File: config.mk
export PLATFORM = sky130hd
export DESIGN_NAME = bffa_scan
export DESIGN_NICKNAME = d
export VERILOG_FILES = /design/src/hw/rtl/bffa_pkg.sv /design/src/hw/rtl/bffa_scan.sv
export SDC_FILE = /design/constraint.sdc
export NUM_CORES = 1
export LEC_CHECK = 0
export BUFFER_PORTS_ARGS = -buffer_cell sky130_fd_sc_hd__clkbuf_2
export CAP_MARGIN = 10
export CELL_PAD_IN_SITES_DETAIL_PLACEMENT = 1
export CELL_PAD_IN_SITES_GLOBAL_PLACEMENT = 1
export CORE_UTILIZATION = 40
export DETAILED_ROUTE_END_ITERATION = 8
export GPL_ROUTABILITY_DRIVEN = 1
export MAX_ROUTING_LAYER = met4
export PLACE_DENSITY_LB_ADDON = 0.1
export SYNTH_ARGS = -nofsm -noshare
export SYNTH_HDL_FRONTEND = slang
export SYNTH_SLANG_ARGS = --single-unit
File: constraint.sdc
create_clock -name vclk -period 3.2
set_input_delay 0 -clock vclk [all_inputs]
set_output_delay 0 -clock vclk [all_outputs]
set_load 0.02 [all_outputs]
File: src/hw/rtl/bffa_pkg.sv
// Shared types and constants of the bitmap first-free block allocator.
package bffa_pkg;

  localparam int unsigned MaxBlocksDefault = 8192;
  localparam int unsigned WordBitsDefault  = 32;
  localparam int unsigned CntW             = 14;

  localparam logic [CntW-1:0] ActiveBlocksReset = 14'd8192;

  localparam logic [1:0] OpLoad  = 2'd0;
  localparam logic [1:0] OpAlloc = 2'd1;
  localparam logic [1:0] OpSet   = 2'd2;

  localparam logic StatusOk   = 1'b0;
  localparam logic StatusFull = 1'b1;

  typedef struct packed {
    logic [1:0]      operation;
    logic [7:0]      word_index;
    logic [31:0]     word_data;
    logic [CntW-1:0] free_count_value;
  } req_t;

  typedef struct packed {
    logic [CntW-1:0] block_number;
    logic            status;
    logic [CntW-1:0] free_count;
  } rsp_t;

  typedef struct packed {
    logic found;
    logic last;
  } scan_flags_t;

endpackage

File: src/hw/rtl/bffa_scan.sv
// Word scanner: lowest free bit of one bitmap word below the search limit.
module bffa_scan #(
  parameter int unsigned WordBits = bffa_pkg::WordBitsDefault,
  parameter int unsigned BaseW    = 15,
  localparam int unsigned BitW    = (WordBits > 1) ? $clog2(WordBits) : 1
) (
  input  logic [WordBits-1:0]  word_i,
  input  logic [BaseW-1:0]     base_i,
  input  logic [BaseW-1:0]     limit_i,
  output bffa_pkg::scan_flags_t flags_o,
  output logic [BitW-1:0]      idx_o
);

  logic [BaseW-1:0] rem;

  always_comb begin
    rem = (limit_i > base_i) ? (limit_i - base_i) : '0;
    flags_o.found = 1'b0;
    idx_o         = '0;
    for (int k = WordBits - 1; k >= 0; k--) begin
      if (!word_i[k] && (BaseW'(k) < rem)) begin
        flags_o.found = 1'b1;
        idx_o         = BitW'(k);
      end
    end
    flags_o.last = (base_i + BaseW'(WordBits)) >= limit_i;
  end

endmodule
==> results.yml, run 1 <==
synthesis:
  syn_inst: 391
  synth.top_cell.area_share: 0.145
  syn_area_um2: 2680
  yosysSeqAreaShare: 0
  yosysWarnings: 0
  yosys.cell_types.count: 74
  syn_avg_cell_area_um2: 6.85
  synthTopCellsByArea: "ha_1, inv_1, a21o_1, nor2_1, a21oi_1"
  syn-num-nets: 485
  synth_area_leader_cell: "ha_1"
  synthTopCellsByCount: "inv_1, ha_1, nor2_1"
  synth.most_common_cell: "inv_1"
outcome:
  haltStage: "global routing"
  error: "[ERROR GRT-0232] Routing congestion too high. Check the congestion heatmap in the GUI."
  outcome: "aborted with a tool error"
sta:
  worst_endpoint: "idx_o[1]"
  worst_endpoint_kind: "top-level output"
global_route:
  grt_use_total: 0.933
  grt_max_degree: 26
  globalRoute.totalOverflow: 389
placement:
  post-dp-hpwl_um: 10300
  gp_congestion: 0.904
  post-place-cells: 633
  portBuffers: 69
floorplan:
  fp.dieW_um: 83.9
  ios: 69
  start_util: 0.417
  die_h_um: 83.9
  placementRows: 29
cts:
  hold_buffers: 0
-- layer usage --
metal | overflow | GRT usage
met5 | - | -
met4 | 111 | 1.06
met3 | 3 | 0.675
met2 | 274 | 1.17
met1 | 1 | 0.851
-- what timing repair did --
action	CTS
pin swaps	42
resized for setup	85
endpoints found under the setup margin	6
setup buffers	13
-- kinds of logic after synthesis --
| kind of cell | Yosys count | synth area share |
|---|---|---|
| buffers and inverters | 50 | 0.0798 |
| adder cells (fa/ha/maj) | 32 | 0.152 |
| XOR/XNOR | 13 | 0.0425 |
| AND/OR/NAND/NOR | 135 | 0.281 |
| AO/OA/AOI/OAI | 161 | 0.444 |
-- through the flow --
stage / worst slack [ps] / area, µm² / util
3_5_place_dp: -487 / 3890 / 0.606
4_1_cts: -115 / 4410 / 0.687
2_1_floorplan: 14.5 / 2690 / -
3_3_place_gp: -220 / 3890 / 0.606
==> run 2: changes to the inputs <==
CELL_PAD_IN_SITES_DETAIL_PLACEMENT = not set   (was 1)
CELL_PAD_IN_SITES_GLOBAL_PLACEMENT = not set   (was 1)
MAX_ROUTING_LAYER = not set   (was met4)
PLACE_DENSITY_LB_ADDON = 0.15   (was 0.1)
==> results.yml, run 2 <==
synthesis:
  synth.top_cell.area_share: 0.145
  yosysSeqAreaShare: 0
  yosysWarnings: 0
  synth_area_leader_cell: "ha_1"
  syn-num-nets: 485
  yosys.cell_types.count: 74
  synthTopCellsByArea: "ha_1, inv_1, a21o_1, nor2_1, a21oi_1"
  synthTopCellsByCount: "inv_1, ha_1, nor2_1"
  syn_avg_cell_area_um2: 6.85
  syn_area_um2: 2680
  synth.most_common_cell: "inv_1"
  syn_inst: 391
routing:
  wl_met1_um: 4390
  drtIter0Drc: 327
  top_layer: "met4"
  wl_um: 10500
  vias: 3827
  wl_met3_um: 737
  viasPerCell: 6.03
  drtAntennaViolNets: 0
  drcViolationCount: 12
  routedWlPerCell_um: 16.6
  dr_wl_met2_um: 5160
  drtPass1Iterations: 7
critical_path:
  critPathLaunchType: "primary input"
  crit_chain: "buf_6, inv_4, ha_4, fa_2, and2b_2, o221ai_4, a21boi_2, buf_4, buf_4, o211ai_1, nand4_4, or3_4, nor3_4, o31ai_2, nor4_2, o21ai_1, a22o_1, clkbuf_8"
  cp.required_ps: 3200
  crit_family: "simple AND/OR/NAND/NOR gates"
  crit_top_cell: "buf_4"
  critPathCaptureType: "primary output"
  crit_arrival_ps: 3440
  path_max_fanout: 3
  critPathBufInv: 5
  worstSetupPathType: "in2out"
  slowest_delay_ps: 430
  cp_slowest_cell: "or3_4"
cells_and_area:
  fillers: 554
  synthToLayoutAreaGrowth_pct: 64.8
  final_cell_mix: "buf_4, clkbuf_2, inv_1"
  multiInputGateArea_um2: 2940
  drive_gt1_frac: 0.471
  nClkBuffers: 0
  final_nets: 654
  final_cells: 635
  finish.utilization: 0.688
  ff_latch_area_um2: 0
  stdcell_area_um2: 4420
  seq_cells: 0
  antenna_cells: 0
  layout_commonest_cell: "buf_4"
sta:
  finalMaxSlewViolations: 0
  slew_headroom: 0.645
  clock.fmax_mhz: 291
  hold_viol_final: 0
  setup_violations: 6
  fin_ws_ps: -237
  finalCritPeriodShare: 1.07
  period_minus_slack_ps: 3440
  rsz0062_at_grt: "yes"
  worst-slew-pin-transition_ps: 530
power_and_ir_drop:
  p_seq_frac: 0
  total_power_mw: 1.03
  max-vdd-ir-drop_mv: 0.136
  combPwrFrac: 1.000
  clkPwrFrac: 0
  switching_power_uw: 563
  internal_power_uw: 468
  p_per_area_nw_per_um2: 234
  p_leak_nw: 2.07
  p_sw_frac: 0.546
floorplan:
  start_util: 0.417
  placementRows: 29
  die_h_um: 83.9
  fp.dieW_um: 83.9
  ios: 69
  die_area_um2: 7030
  fp.coreArea_um2: 6420
outcome:
  outcome: "finished with violations"
  violations: "DRC, setup timing"
global_route:
  globalRoute.totalOverflow: 0
  grt_max_degree: 16
  grt_use_total: 0.290
  grt_pass1_wl_um: 17000
  grt_pass1_vias: 3757
  antenna_found_initial: 0
placement:
  place_area_um2: 3770
  post-place-cells: 619
  post-dp-hpwl_um: 7900
  post-place-ws_ps: -407
  portBuffers: 69
  gp_congestion: 0.944
job:
  cap_violations: 0
min_path:
  min_path_type: "in2out"
cts:
  hold_buffers: 0
==> run 2: repair_timing <==
item,CTS,global route
pin swaps,34,34
endpoints found under the setup margin,6,6
buffers inserted,12,6
hold endpoints to repair,0,0
gates resized for setup,73,30
==> run 2: final cells by class <==
cell class         instances  share of cell area
repair buffers           182               0.281
well taps                 77              0.0218
inverters                 35              0.0303
multi-input cells        341               0.667
==> run 2: stage by stage <==
stage / setup TNS, ps / hold slack [ps]
floorplan: 0 / 242
global placement: -1760 / 503
detailed placement: -2220 / 511
CTS: -286 / 512
global route: -1690 / 520
finish: -878 / 506
==> run 2: final timing paths <==
check / slack (ps) / depth (start not counted) / end / start
setup / recovery: -240 / 18 / idx_o[1] / limit_i[0]
hold / removal: 510 / 5 / idx_o[0] / word_i[11]
==> run 2: per-layer routing <==
layer | vias up | GRT usage
li1 | 1852 | -
met1 | 1762 | 0.341
met2 | 188 | 0.545
met3 | 25 | 0.0356
met4 | 0 | 0.0799
met5 | - | 0
==> run 2: kinds of logic (layout without fill, tap and decap cells) <==
group	count (synthesis)	after routing	share of synthesized area
AOI/OAI and AO/OA	161	161	0.444
and+or+nand+nor	135	135	0.281
adders and majority gates	32	32	0.152
buffers and inverters	50	217	0.0798
xor gates and xnor gates	13	13	0.0425
==> run 2: power by group through the flow <==
stage	combinational (mW)	clock [mW]	sequential [mW]
after floorplan	0.495	0	0
after global placement	0.818	0	0
after detailed placement	0.830	0	0
after CTS	0.951	0	0
after global routing	1.11	0	0
final	1.03	0	0
No activity file was read; power rests on OpenSTA's default activity.
